**src/rtl/lcpa_pkg.sv**
```systemverilog
// Shared types, constants and the clamp helper of the checkpoint page allocator.
`timescale 1ns / 1ps
package lcpa_pkg;

  localparam int unsigned PageLimit   = 64;
  localparam int unsigned MaxLanesDef = 64;
  localparam int unsigned PageW       = 6;
  localparam int unsigned CountW      = 7;
  localparam int unsigned LaneW       = 7;
  localparam int unsigned ActW        = 2;
  localparam int unsigned StatusW     = 3;
  localparam int unsigned CfgIdxW     = 1;
  localparam int unsigned CfgDataW    = 7;

  typedef enum logic [ActW-1:0] {
    ActAcquire = 2'd0,
    ActRelease = 2'd1,
    ActQuery   = 2'd2
  } action_e;

  typedef enum logic [StatusW-1:0] {
    StsGranted  = 3'd0,
    StsHeld     = 3'd1,
    StsNoneFree = 3'd2,
    StsBadReq   = 3'd3,
    StsReleased = 3'd4,
    StsRelNoop  = 3'd5,
    StsQueried  = 3'd6
  } status_e;

  typedef enum logic [CfgIdxW-1:0] {
    CfgLaneCount = 1'd0,
    CfgCapacity  = 1'd1
  } cfg_idx_e;

  typedef enum logic {
    CtrlIdle = 1'b0,
    CtrlExec = 1'b1
  } ctrl_state_e;

  typedef struct packed {
    logic             rd;
    logic             pop;
    logic             push;
    logic [PageW-1:0] push_page;
  } stk_cmd_t;

  typedef struct packed {
    logic [CountW-1:0] top;
    logic [PageW-1:0]  top_page;
  } stk_stat_t;

  typedef struct packed {
    logic             rd;
    logic             set;
    logic             clr;
    logic [PageW-1:0] page;
  } lt_cmd_t;

  function automatic logic [CountW-1:0] clamp_count(logic [CountW-1:0] val,
                                                     logic [CountW-1:0] lim);
    logic [CountW-1:0] res;
    res = val;
    if (res == '0) res = CountW'(1);
    if (res > lim) res = lim;
    return res;
  endfunction

endpackage

```
**src/rtl/lcpa_free_stack.sv**
```systemverilog
// Free page stack: synchronous memory, top pointer and refill watermark.
`timescale 1ns / 1ps
module lcpa_free_stack import lcpa_pkg::*; #(
  parameter int unsigned RESET_CAP = PageLimit
) (
  input  logic              clk_i,
  input  logic              rst_ni,
  input  stk_cmd_t          cmd_i,
  input  logic              refill_i,
  input  logic [CountW-1:0] refill_cap_i,
  output stk_stat_t         stat_o
);

  logic [PageW-1:0]  mem_q [PageLimit];
  logic [PageW-1:0]  rd_data_q;
  logic [CountW-1:0] top_q, top_d;
  logic [CountW-1:0] min_q, min_d;
  logic [CountW-1:0] cap_q, cap_d;
  logic [CountW-1:0] rd_idx;
  logic [PageW-1:0]  orig_page;

  assign rd_idx    = top_q - CountW'(1);
  assign orig_page = PageW'(cap_q - CountW'(1) - rd_idx);

  always_comb begin
    top_d = top_q;
    min_d = min_q;
    cap_d = cap_q;
    if (refill_i) begin
      top_d = refill_cap_i;
      min_d = refill_cap_i;
      cap_d = refill_cap_i;
    end else if (cmd_i.pop) begin
      top_d = rd_idx;
      if (rd_idx < min_q) min_d = rd_idx;
    end else if (cmd_i.push) begin
      top_d = top_q + CountW'(1);
    end
  end

  always_ff @(posedge clk_i or negedge rst_ni) begin
    if (!rst_ni) begin
      top_q <= CountW'(RESET_CAP);
      min_q <= CountW'(RESET_CAP);
      cap_q <= CountW'(RESET_CAP);
    end else begin
      top_q <= top_d;
      min_q <= min_d;
      cap_q <= cap_d;
    end
  end

  always_ff @(posedge clk_i) begin
    if (cmd_i.rd) rd_data_q <= mem_q[rd_idx[PageW-1:0]];
    if (cmd_i.push) mem_q[top_q[PageW-1:0]] <= cmd_i.push_page;
  end

  // entries below the watermark still hold their refill value
  assign stat_o.top      = top_q;
  assign stat_o.top_page = (rd_idx < min_q) ? orig_page : rd_data_q;

endmodule

```
**src/rtl/lcpa_lane_table.sv**
```systemverilog
// Lane table: valid flags in flops and held page numbers in a synchronous memory.
`timescale 1ns / 1ps
module lcpa_lane_table import lcpa_pkg::*; #(
  parameter int unsigned LANE_AW = 6
) (
  input  logic               clk_i,
  input  logic               rst_ni,
  input  lt_cmd_t            cmd_i,
  input  logic               clear_all_i,
  input  logic [LANE_AW-1:0] rd_lane_i,
  input  logic [LANE_AW-1:0] wr_lane_i,
  output logic               valid_o,
  output logic [PageW-1:0]   page_o
);

  localparam int unsigned LaneNum = 2 ** LANE_AW;

  logic [LaneNum-1:0] valid_q, valid_d;
  logic [PageW-1:0]   mem_q [LaneNum];
  logic [PageW-1:0]   rd_data_q;

  always_comb begin
    valid_d = valid_q;
    if (clear_all_i) begin
      valid_d = '0;
    end else if (cmd_i.set) begin
      valid_d[wr_lane_i] = 1'b1;
    end else if (cmd_i.clr) begin
      valid_d[wr_lane_i] = 1'b0;
    end
  end

  always_ff @(posedge clk_i or negedge rst_ni) begin
    if (!rst_ni) begin
      valid_q <= '0;
    end else begin
      valid_q <= valid_d;
    end
  end

  always_ff @(posedge clk_i) begin
    if (cmd_i.rd) rd_data_q <= mem_q[rd_lane_i];
    if (cmd_i.set) mem_q[wr_lane_i] <= cmd_i.page;
  end

  assign valid_o = valid_q[wr_lane_i];
  assign page_o  = rd_data_q;

endmodule

```
**src/rtl/lcpa_ctrl.sv**
```systemverilog
// Request sequencer: configuration, decision logic and result register.
`timescale 1ns / 1ps
module lcpa_ctrl import lcpa_pkg::*; #(
  parameter int unsigned LANE_DEPTH = PageLimit,
  parameter int unsigned LANE_AW    = 6
) (
  input  logic                clk_i,
  input  logic                rst_ni,
  input  logic                req_valid_i,
  output logic                req_stall_o,
  input  logic [ActW-1:0]     req_action_i,
  input  logic [LaneW-1:0]    req_lane_i,
  output logic                rsp_valid_o,
  input  logic                rsp_stall_i,
  output logic [StatusW-1:0]  rsp_status_o,
  output logic [PageW-1:0]    rsp_page_o,
  output logic                rsp_held_o,
  output logic [CountW-1:0]   rsp_free_count_o,
  input  logic                cfg_we_i,
  input  logic [CfgIdxW-1:0]  cfg_idx_i,
  input  logic [CfgDataW-1:0] cfg_wdata_i,
  output stk_cmd_t            stk_cmd_o,
  input  stk_stat_t           stk_stat_i,
  output logic                refill_o,
  output logic [CountW-1:0]   refill_cap_o,
  output lt_cmd_t             lt_cmd_o,
  output logic [LANE_AW-1:0]  rd_lane_o,
  output logic [LANE_AW-1:0]  wr_lane_o,
  input  logic                lt_valid_i,
  input  logic [PageW-1:0]    lt_page_i
);

  localparam logic [CountW-1:0] LaneLim = CountW'(LANE_DEPTH);

  ctrl_state_e       state_q, state_d;
  logic [CountW-1:0] lane_cnt_q, lane_cnt_d;
  logic [CountW-1:0] cap_q, cap_d;
  logic [CountW-1:0] eff_lanes_q, eff_lanes_d;
  logic [ActW-1:0]   act_q;
  logic [LaneW-1:0]  lane_q;
  logic              accept, commit, in_range, out_held;
  logic [StatusW-1:0] sts;
  logic [PageW-1:0]  out_page;
  logic [CountW-1:0] out_free;
  logic              pop, push, set, clr;

  logic                rsp_valid_q, rsp_valid_d;
  logic [StatusW-1:0]  rsp_status_q;
  logic [PageW-1:0]    rsp_page_q;
  logic                rsp_held_q;
  logic [CountW-1:0]   rsp_free_q;

  always_comb begin
    lane_cnt_d = lane_cnt_q;
    cap_d      = cap_q;
    if (cfg_we_i) begin
      unique case (cfg_idx_e'(cfg_idx_i))
        CfgLaneCount: lane_cnt_d = cfg_wdata_i;
        CfgCapacity:  cap_d      = cfg_wdata_i;
      endcase
    end
    eff_lanes_d = clamp_count(lane_cnt_d, LaneLim);
  end

  assign refill_o     = cfg_we_i;
  assign refill_cap_o = clamp_count(cap_d, eff_lanes_d);

  always_comb begin
    state_d = state_q;
    accept  = 1'b0;
    commit  = 1'b0;
    unique case (state_q)
      CtrlIdle: begin
        if (req_valid_i) begin
          accept  = 1'b1;
          state_d = CtrlExec;
        end
      end
      CtrlExec: begin
        if (!rsp_valid_q || !rsp_stall_i) begin
          commit  = 1'b1;
          state_d = CtrlIdle;
        end
      end
    endcase
  end

  assign req_stall_o = (state_q != CtrlIdle);

  assign in_range = (lane_q < eff_lanes_q);

  always_comb begin
    pop      = 1'b0;
    push     = 1'b0;
    set      = 1'b0;
    clr      = 1'b0;
    sts      = StsBadReq;
    out_held = in_range && lt_valid_i;
    out_page = out_held ? lt_page_i : '0;
    out_free = stk_stat_i.top;
    unique case (action_e'(act_q))
      ActAcquire: begin
        if (!in_range) begin
          sts = StsBadReq;
        end else if (lt_valid_i) begin
          sts = StsHeld;
        end else if (stk_stat_i.top == '0) begin
          sts = StsNoneFree;
        end else begin
          pop      = 1'b1;
          set      = 1'b1;
          sts      = StsGranted;
          out_held = 1'b1;
          out_page = stk_stat_i.top_page;
          out_free = stk_stat_i.top - CountW'(1);
        end
      end
      ActRelease: begin
        if (in_range && lt_valid_i && (stk_stat_i.top < CountW'(PageLimit))) begin
          push     = 1'b1;
          clr      = 1'b1;
          sts      = StsReleased;
          out_held = 1'b0;
          out_page = '0;
          out_free = stk_stat_i.top + CountW'(1);
        end else begin
          sts = StsRelNoop;
        end
      end
      ActQuery: sts = StsQueried;
      default:  sts = StsBadReq;
    endcase
  end

  assign stk_cmd_o.rd        = accept;
  assign stk_cmd_o.pop       = commit && pop;
  assign stk_cmd_o.push      = commit && push;
  assign stk_cmd_o.push_page = lt_page_i;

  assign lt_cmd_o.rd   = accept;
  assign lt_cmd_o.set  = commit && set;
  assign lt_cmd_o.clr  = commit && clr;
  assign lt_cmd_o.page = stk_stat_i.top_page;

  assign rd_lane_o = req_lane_i[LANE_AW-1:0];
  assign wr_lane_o = lane_q[LANE_AW-1:0];

  always_comb begin
    rsp_valid_d = rsp_valid_q;
    if (rsp_valid_q && !rsp_stall_i) rsp_valid_d = 1'b0;
    if (commit) rsp_valid_d = 1'b1;
  end

  always_ff @(posedge clk_i or negedge rst_ni) begin
    if (!rst_ni) begin
      state_q     <= CtrlIdle;
      lane_cnt_q  <= CountW'(MaxLanesDef);
      cap_q       <= CountW'(PageLimit);
      eff_lanes_q <= LaneLim;
      rsp_valid_q <= 1'b0;
    end else begin
      state_q     <= state_d;
      lane_cnt_q  <= lane_cnt_d;
      cap_q       <= cap_d;
      eff_lanes_q <= eff_lanes_d;
      rsp_valid_q <= rsp_valid_d;
    end
  end

  always_ff @(posedge clk_i) begin
    if (accept) begin
      act_q  <= req_action_i;
      lane_q <= req_lane_i;
    end
    if (commit) begin
      rsp_status_q <= sts;
      rsp_page_q   <= out_page;
      rsp_held_q   <= out_held;
      rsp_free_q   <= out_free;
    end
  end

  assign rsp_valid_o      = rsp_valid_q;
  assign rsp_status_o     = rsp_status_q;
  assign rsp_page_o       = rsp_page_q;
  assign rsp_held_o       = rsp_held_q;
  assign rsp_free_count_o = rsp_free_q;

endmodule

```
**src/rtl/lane_checkpoint_page_allocator.sv**
```systemverilog
// Top level of the per-lane checkpoint page allocator.
//
// Request channel: req_valid_i / req_stall_o with action (acquire, release,
// query) and lane. Response channel: rsp_valid_o / rsp_stall_i with status,
// page, held flag and the number of free pages after the request.
// Configuration: cfg_we_i writes cfg_wdata_i into lane_count (index 0) or
// capacity (index 1); any write clears all lanes and refills the free stack
// at once, so no clearing pass is needed.
// Timing: an accepted request has its response registered from the execute
// state when the response register is free. The stack memory and the lane page
// memory are read in the accept cycle and updated in the commit cycle, one
// request in flight at a time.
// The block takes a new request while the previous response still waits.
// While rsp_stall_i holds a full response register, the request in flight
// waits and req_stall_o stays high.
// Reset: lane_count and capacity return to 64 (clamped to MAX_LANES), all
// lanes hold nothing and the stack holds every page with page 0 on top.
`timescale 1ns / 1ps
module lane_checkpoint_page_allocator import lcpa_pkg::*; #(
  parameter int unsigned MAX_LANES = MaxLanesDef
) (
  input  logic                clk_i,
  input  logic                rst_ni,
  input  logic                req_valid_i,
  output logic                req_stall_o,
  input  logic [ActW-1:0]     req_action_i,
  input  logic [LaneW-1:0]    req_lane_i,
  output logic                rsp_valid_o,
  input  logic                rsp_stall_i,
  output logic [StatusW-1:0]  rsp_status_o,
  output logic [PageW-1:0]    rsp_page_o,
  output logic                rsp_held_o,
  output logic [CountW-1:0]   rsp_free_count_o,
  input  logic                cfg_we_i,
  input  logic [CfgIdxW-1:0]  cfg_idx_i,
  input  logic [CfgDataW-1:0] cfg_wdata_i
);

  localparam int unsigned LaneDepth = (MAX_LANES < PageLimit) ? MAX_LANES : PageLimit;
  localparam int unsigned LaneAw    = (LaneDepth > 1) ? $clog2(LaneDepth) : 1;

  stk_cmd_t          stk_cmd;
  stk_stat_t         stk_stat;
  lt_cmd_t           lt_cmd;
  logic              refill;
  logic [CountW-1:0] refill_cap;
  logic [LaneAw-1:0] rd_lane, wr_lane;
  logic              lt_valid;
  logic [PageW-1:0]  lt_page;

  lcpa_ctrl #(
    .LANE_DEPTH (LaneDepth),
    .LANE_AW    (LaneAw)
  ) u_ctrl (
    .clk_i            (clk_i),
    .rst_ni           (rst_ni),
    .req_valid_i      (req_valid_i),
    .req_stall_o      (req_stall_o),
    .req_action_i     (req_action_i),
    .req_lane_i       (req_lane_i),
    .rsp_valid_o      (rsp_valid_o),
    .rsp_stall_i      (rsp_stall_i),
    .rsp_status_o     (rsp_status_o),
    .rsp_page_o       (rsp_page_o),
    .rsp_held_o       (rsp_held_o),
    .rsp_free_count_o (rsp_free_count_o),
    .cfg_we_i         (cfg_we_i),
    .cfg_idx_i        (cfg_idx_i),
    .cfg_wdata_i      (cfg_wdata_i),
    .stk_cmd_o        (stk_cmd),
    .stk_stat_i       (stk_stat),
    .refill_o         (refill),
    .refill_cap_o     (refill_cap),
    .lt_cmd_o         (lt_cmd),
    .rd_lane_o        (rd_lane),
    .wr_lane_o        (wr_lane),
    .lt_valid_i       (lt_valid),
    .lt_page_i        (lt_page)
  );

  lcpa_free_stack #(
    .RESET_CAP (LaneDepth)
  ) u_free_stack (
    .clk_i        (clk_i),
    .rst_ni       (rst_ni),
    .cmd_i        (stk_cmd),
    .refill_i     (refill),
    .refill_cap_i (refill_cap),
    .stat_o       (stk_stat)
  );

  lcpa_lane_table #(
    .LANE_AW (LaneAw)
  ) u_lane_table (
    .clk_i       (clk_i),
    .rst_ni      (rst_ni),
    .cmd_i       (lt_cmd),
    .clear_all_i (refill),
    .rd_lane_i   (rd_lane),
    .wr_lane_i   (wr_lane),
    .valid_o     (lt_valid),
    .page_o      (lt_page)
  );

endmodule

```
**config.mk**
```make
export PLATFORM = sky130hd
export DESIGN_NAME = lane_checkpoint_page_allocator
export DESIGN_NICKNAME = d
export VERILOG_FILES = /design/src/rtl/lcpa_pkg.sv /design/src/rtl/lcpa_free_stack.sv /design/src/rtl/lcpa_lane_table.sv /design/src/rtl/lcpa_ctrl.sv /design/src/rtl/lane_checkpoint_page_allocator.sv
export SDC_FILE = /design/constraint.sdc
export NUM_CORES = 1
export LEC_CHECK = 0
export ABC_CLOCK_PERIOD_IN_PS = 11250
export CAP_MARGIN = 20
export CORE_ASPECT_RATIO = 0.9
export CORE_MARGIN = 2
export CORE_UTILIZATION = 30
export CTS_CLUSTER_DIAMETER = 100
export DETAILED_ROUTE_END_ITERATION = 6
export DONT_BUFFER_PORTS = 1
export HOLD_SLACK_MARGIN = 0.06
export MAX_ROUTING_LAYER = met4
export PLACE_DENSITY = 0.54
export SLEW_MARGIN = 10
export SYNTH_ARGS = -nofsm -noshare
export SYNTH_HDL_FRONTEND = slang
export SYNTH_HIERARCHICAL = 1
export SYNTH_SLANG_ARGS = --single-unit
export TNS_END_PERCENT = 100
```
**constraint.sdc**
```tcl
create_clock -name clk_i -period 11.25 [get_ports clk_i]
set_input_delay 0 -clock clk_i [delete_from_list [all_inputs] [get_ports clk_i]]
set_output_delay 0 -clock clk_i [all_outputs]
set_load 0.1 [all_outputs]
```
==> results.toml <==
[logic_synthesis]
synth_ff_type = "edfxtp_1"
synthMuxAreaShare = 0.155
synthSimpleGateAreaFrac = 0.0464
synth_warnings = 6
syn_area_um2 = 38600
async_reset_ff_frac = 0.117
synthDistinctLibCells = 88
yosys_register_bits = 913
synth_compound_area_frac = 0.0506
syn_avg_cell_area_um2 = 17.4
synth-edff-count = 806
synthCells = 2219
syn-num-nets = 2271
synthXorXnorAreaFrac = 0.00548
yosysSeqAreaShare = 0.696
synthAdderAreaFrac = 0.0104
synth_top_family_by_area = "multiplexers"

[die]
die_y_um = 344
io_pins = 41
core_area_um2 = 127000
dieArea_um2 = 132000
num_rows = 124
die_x_um = 382
start_util = 0.303

[cts]
clockRootBuffer = "clkbuf_16"
clock_latency_ns = 0.66
tritoncts = "yes"
h-tree-depth = 3
numCtsBuffers = 89
clockBufferDepth = 3
cts.sinks = 913
clk_pin_slew_ns = 0.07
cts_setup_buffers = 0

[hold_path]
hold_start = "req_lane_i[3]"
hold_depth = 4
holdPathEnd = "u_lane_table/page_o[2]"
min_path_type = "in -> reg"

[power_and_ir_drop]
vdd_drop_max_mv = 0.911
p_leak_uw = 0.0145
power_uw = 11300
powerDensity_nw_per_um2 = 261

[setup_path]
crit_path_start_kind = "flop"
worstSetupPathType = "reg -> reg"
crit_required_ns = 11.59
reg2reg_slack_ns = 6.01
r2r_end = "u_lane_table/mem_q[0][0]"
end_kind = "flop"
cp_max_fo = 30
r2r_start = "u_ctrl/lane_q[1]"
cp.arrival_ns = 5.58
reg2reg_depth = 13

[layout]
drive_above_1_share = 0.186
final_cell_mix = "edfxtp_1 (806), mux4_2 (185), nand2_1 (124)"
num_antenna_cells = 0
syn2layout_area_growth_pct = 12.6
nets = 2276
final_common_cell = "edfxtp_1"

[sta]
tightest_slew_ns = 1.19
hold_violations = 0
finalMaxSlewViolations = 0
holdWs_ns = 0.0971
finalCriticalPeriod_ns = 5.24
clock_skew_ns = 0.0255
rsz0062_at_grt = "no"
period_share = 0.466
max_freq_mhz = 191
finalSetupViolCount = 0
slew-limit-headroom = 0.204
tns_ns = 0

[detailed_routing]
num_vias = 20700
drc = 0
wirelength_mm = 97.1
wl_per_cell_um = 24.3
drtIter0Drc = 2578
antenna_left = 0
dr.pass1.iters = 6
via_per_inst = 5.17

[placement]
dp_hpwl_mm = 58.5
port_buffers = 0
place_congestion = 0.874

[grt]
grt_pass1_vias = 21000
track_usage = 0.151
grt_max_degree = 109
grt_overflow = 0
antenna_found_initial = 1
grt_pass1_wl_mm = 144

[outcome]
status = "finished, final reports clean"

[run]
maxCapViolCount = 0
-- power by group --
group	total [µW]	switching, µW	internal, µW
clock	3080	1280	1800
combinational	3150	2200	953
sequential	5110	293	4820
-- registers in the layout, summed over array words and instances (netlist names), 3 cells and up --
register and count:
u_ctrl/cap_q 7, u_ctrl/eff_lanes_q 7, u_ctrl/lane_cnt_q 7, u_ctrl/lane_q 7, u_ctrl/rsp_free_count_o 7, u_ctrl/rsp_page_o 6, u_ctrl/rsp_status_o 3, u_free_stack/cap_q 6
u_free_stack/mem_q 384, u_free_stack/min_q 7, u_free_stack/rd_data_q 6, u_free_stack/top_q 7, u_lane_table/mem_q 384, u_lane_table/page_o 6, u_lane_table/valid_q 64
-- kinds of logic (layout without fill, tap and decap cells) --
| logic type | Yosys count | in the layout |
|---|---|---|
| muxes | 302 | 302 |
| AOI/OAI and AO/OA | 315 | 315 |
| buffers and inverters | 258 | 336 |
| adders and majority gates | 32 | 32 |
| and+or+nand+nor | 379 | 379 |
| xor gates and xnor gates | 20 | 20 |
| DFF | 913 | 913 |
-- critical path, stage by stage (launching register included) --
cell	delay, ns
edfxtp_1	0.36
buf_4	0.35
mux4_2	0.57
mux2_2	0.28
and3_1	0.18
o21ai_0	0.17
o211ai_1	0.12
buf_4	0.23
a211oi_2	0.56
and3_2	0.55
nand2b_1	0.19
nor3_1	0.76
nand2_1	0.29
inv_1	0.29
-- synth_stat cells (all sizes together), types with 3 or more instances --
| cell type | instances | area (µm²) |
|---|---|---|
| a211o | 7 | 62.6 |
| a211oi | 16 | 120 |
| a21o | 4 | 30.0 |
| a21oi | 96 | 480 |
| a221oi | 5 | 43.8 |
| a22o | 6 | 52.6 |
| a311oi | 3 | 26.3 |
| a31oi | 11 | 68.8 |
| and2 | 5 | 33.8 |
| and3 | 7 | 45.1 |
| buf | 89 | 719 |
| clkbuf | 60 | 251 |
| dfrtp | 102 | 2550 |
| dfstp | 5 | 131 |
| edfxtp | 806 | 24200 |
| ha | 29 | 363 |
| inv | 107 | 402 |
| mux2 | 40 | 462 |
| mux2i | 42 | 424 |
| mux4 | 220 | 5090 |
| nand2 | 124 | 465 |
| nand2b | 16 | 100 |
| nand3 | 33 | 165 |
| nand3b | 8 | 60.1 |
| nand4 | 6 | 37.5 |
| nor2 | 105 | 394 |
| nor2b | 25 | 156 |
| nor3 | 23 | 126 |
| nor3b | 3 | 33.8 |
| o211ai | 19 | 153 |
| o21a | 4 | 30.0 |
| o21ai | 92 | 460 |
| o221ai | 9 | 78.8 |
| o22ai | 13 | 81.3 |
| o311ai | 7 | 61.3 |
| or2 | 9 | 56.3 |
| or3 | 7 | 53.8 |
| or3b | 3 | 26.3 |
| xnor2 | 10 | 103 |
| xor2 | 9 | 86.3 |
-- cell type report --
type / count / area (µm²)
Fill cell: 12000 / 83900
Sequential cell: 913 / 26900
Multi-Input combinational cell: 1048 / 10400
Clock buffer: 111 / 2360
Tap cell: 1701 / 2130
Clock inverter: 53 / 651
Timing Repair Buffer: 65 / 641
Inverter: 107 / 402
-- repair_timing --
item / 4_1_cts / 5_1_grt
endpoints found under the hold margin: 267 / 0
resized for setup: 0 / 0
hold buffers: 40 / 0
-- per-layer routing --
metal / track usage / routed length, µm
met5: - / 0
met4: 0.0368 / 1560
met3: 0.0222 / 6170
met2: 0.236 / 46100
met1: 0.208 / 43200
-- worst max path at each step --
stage | start | end | slack [ns] | cells past startpoint
global placement | u_ctrl/lane_q[0] | u_free_stack/mem_q[62][2] | 5.35 | 12
CTS | u_ctrl/lane_q[1] | u_lane_table/mem_q[3][3] | 5.37 | 12
finish | u_ctrl/lane_q[1] | u_lane_table/mem_q[0][0] | 6.01 | 13
floorplan | u_ctrl/req_stall_o | u_free_stack/mem_q[62][0] | 6.95 | 7
global route | u_ctrl/lane_q[1] | u_lane_table/mem_q[3][3] | 5.75 | 13
detailed placement | u_ctrl/lane_q[1] | u_lane_table/mem_q[3][5] | 5.41 | 12
-- through the flow --
stage | worst slack (ns) | instance area, µm² | instances | utilization
detailed placement | 5.41 | 40000 | 3792 | 0.314
CTS | 5.37 | 43500 | 3996 | 0.341
finish | 6.01 | 43500 | 3998 | 0.341
floorplan | 6.95 | 38600 | 2219 | -
global route | 5.75 | 43500 | 3998 | 0.341
global placement | 5.35 | 40000 | 3792 | 0.314
Note: power is estimated with default switching activity, not from simulation.
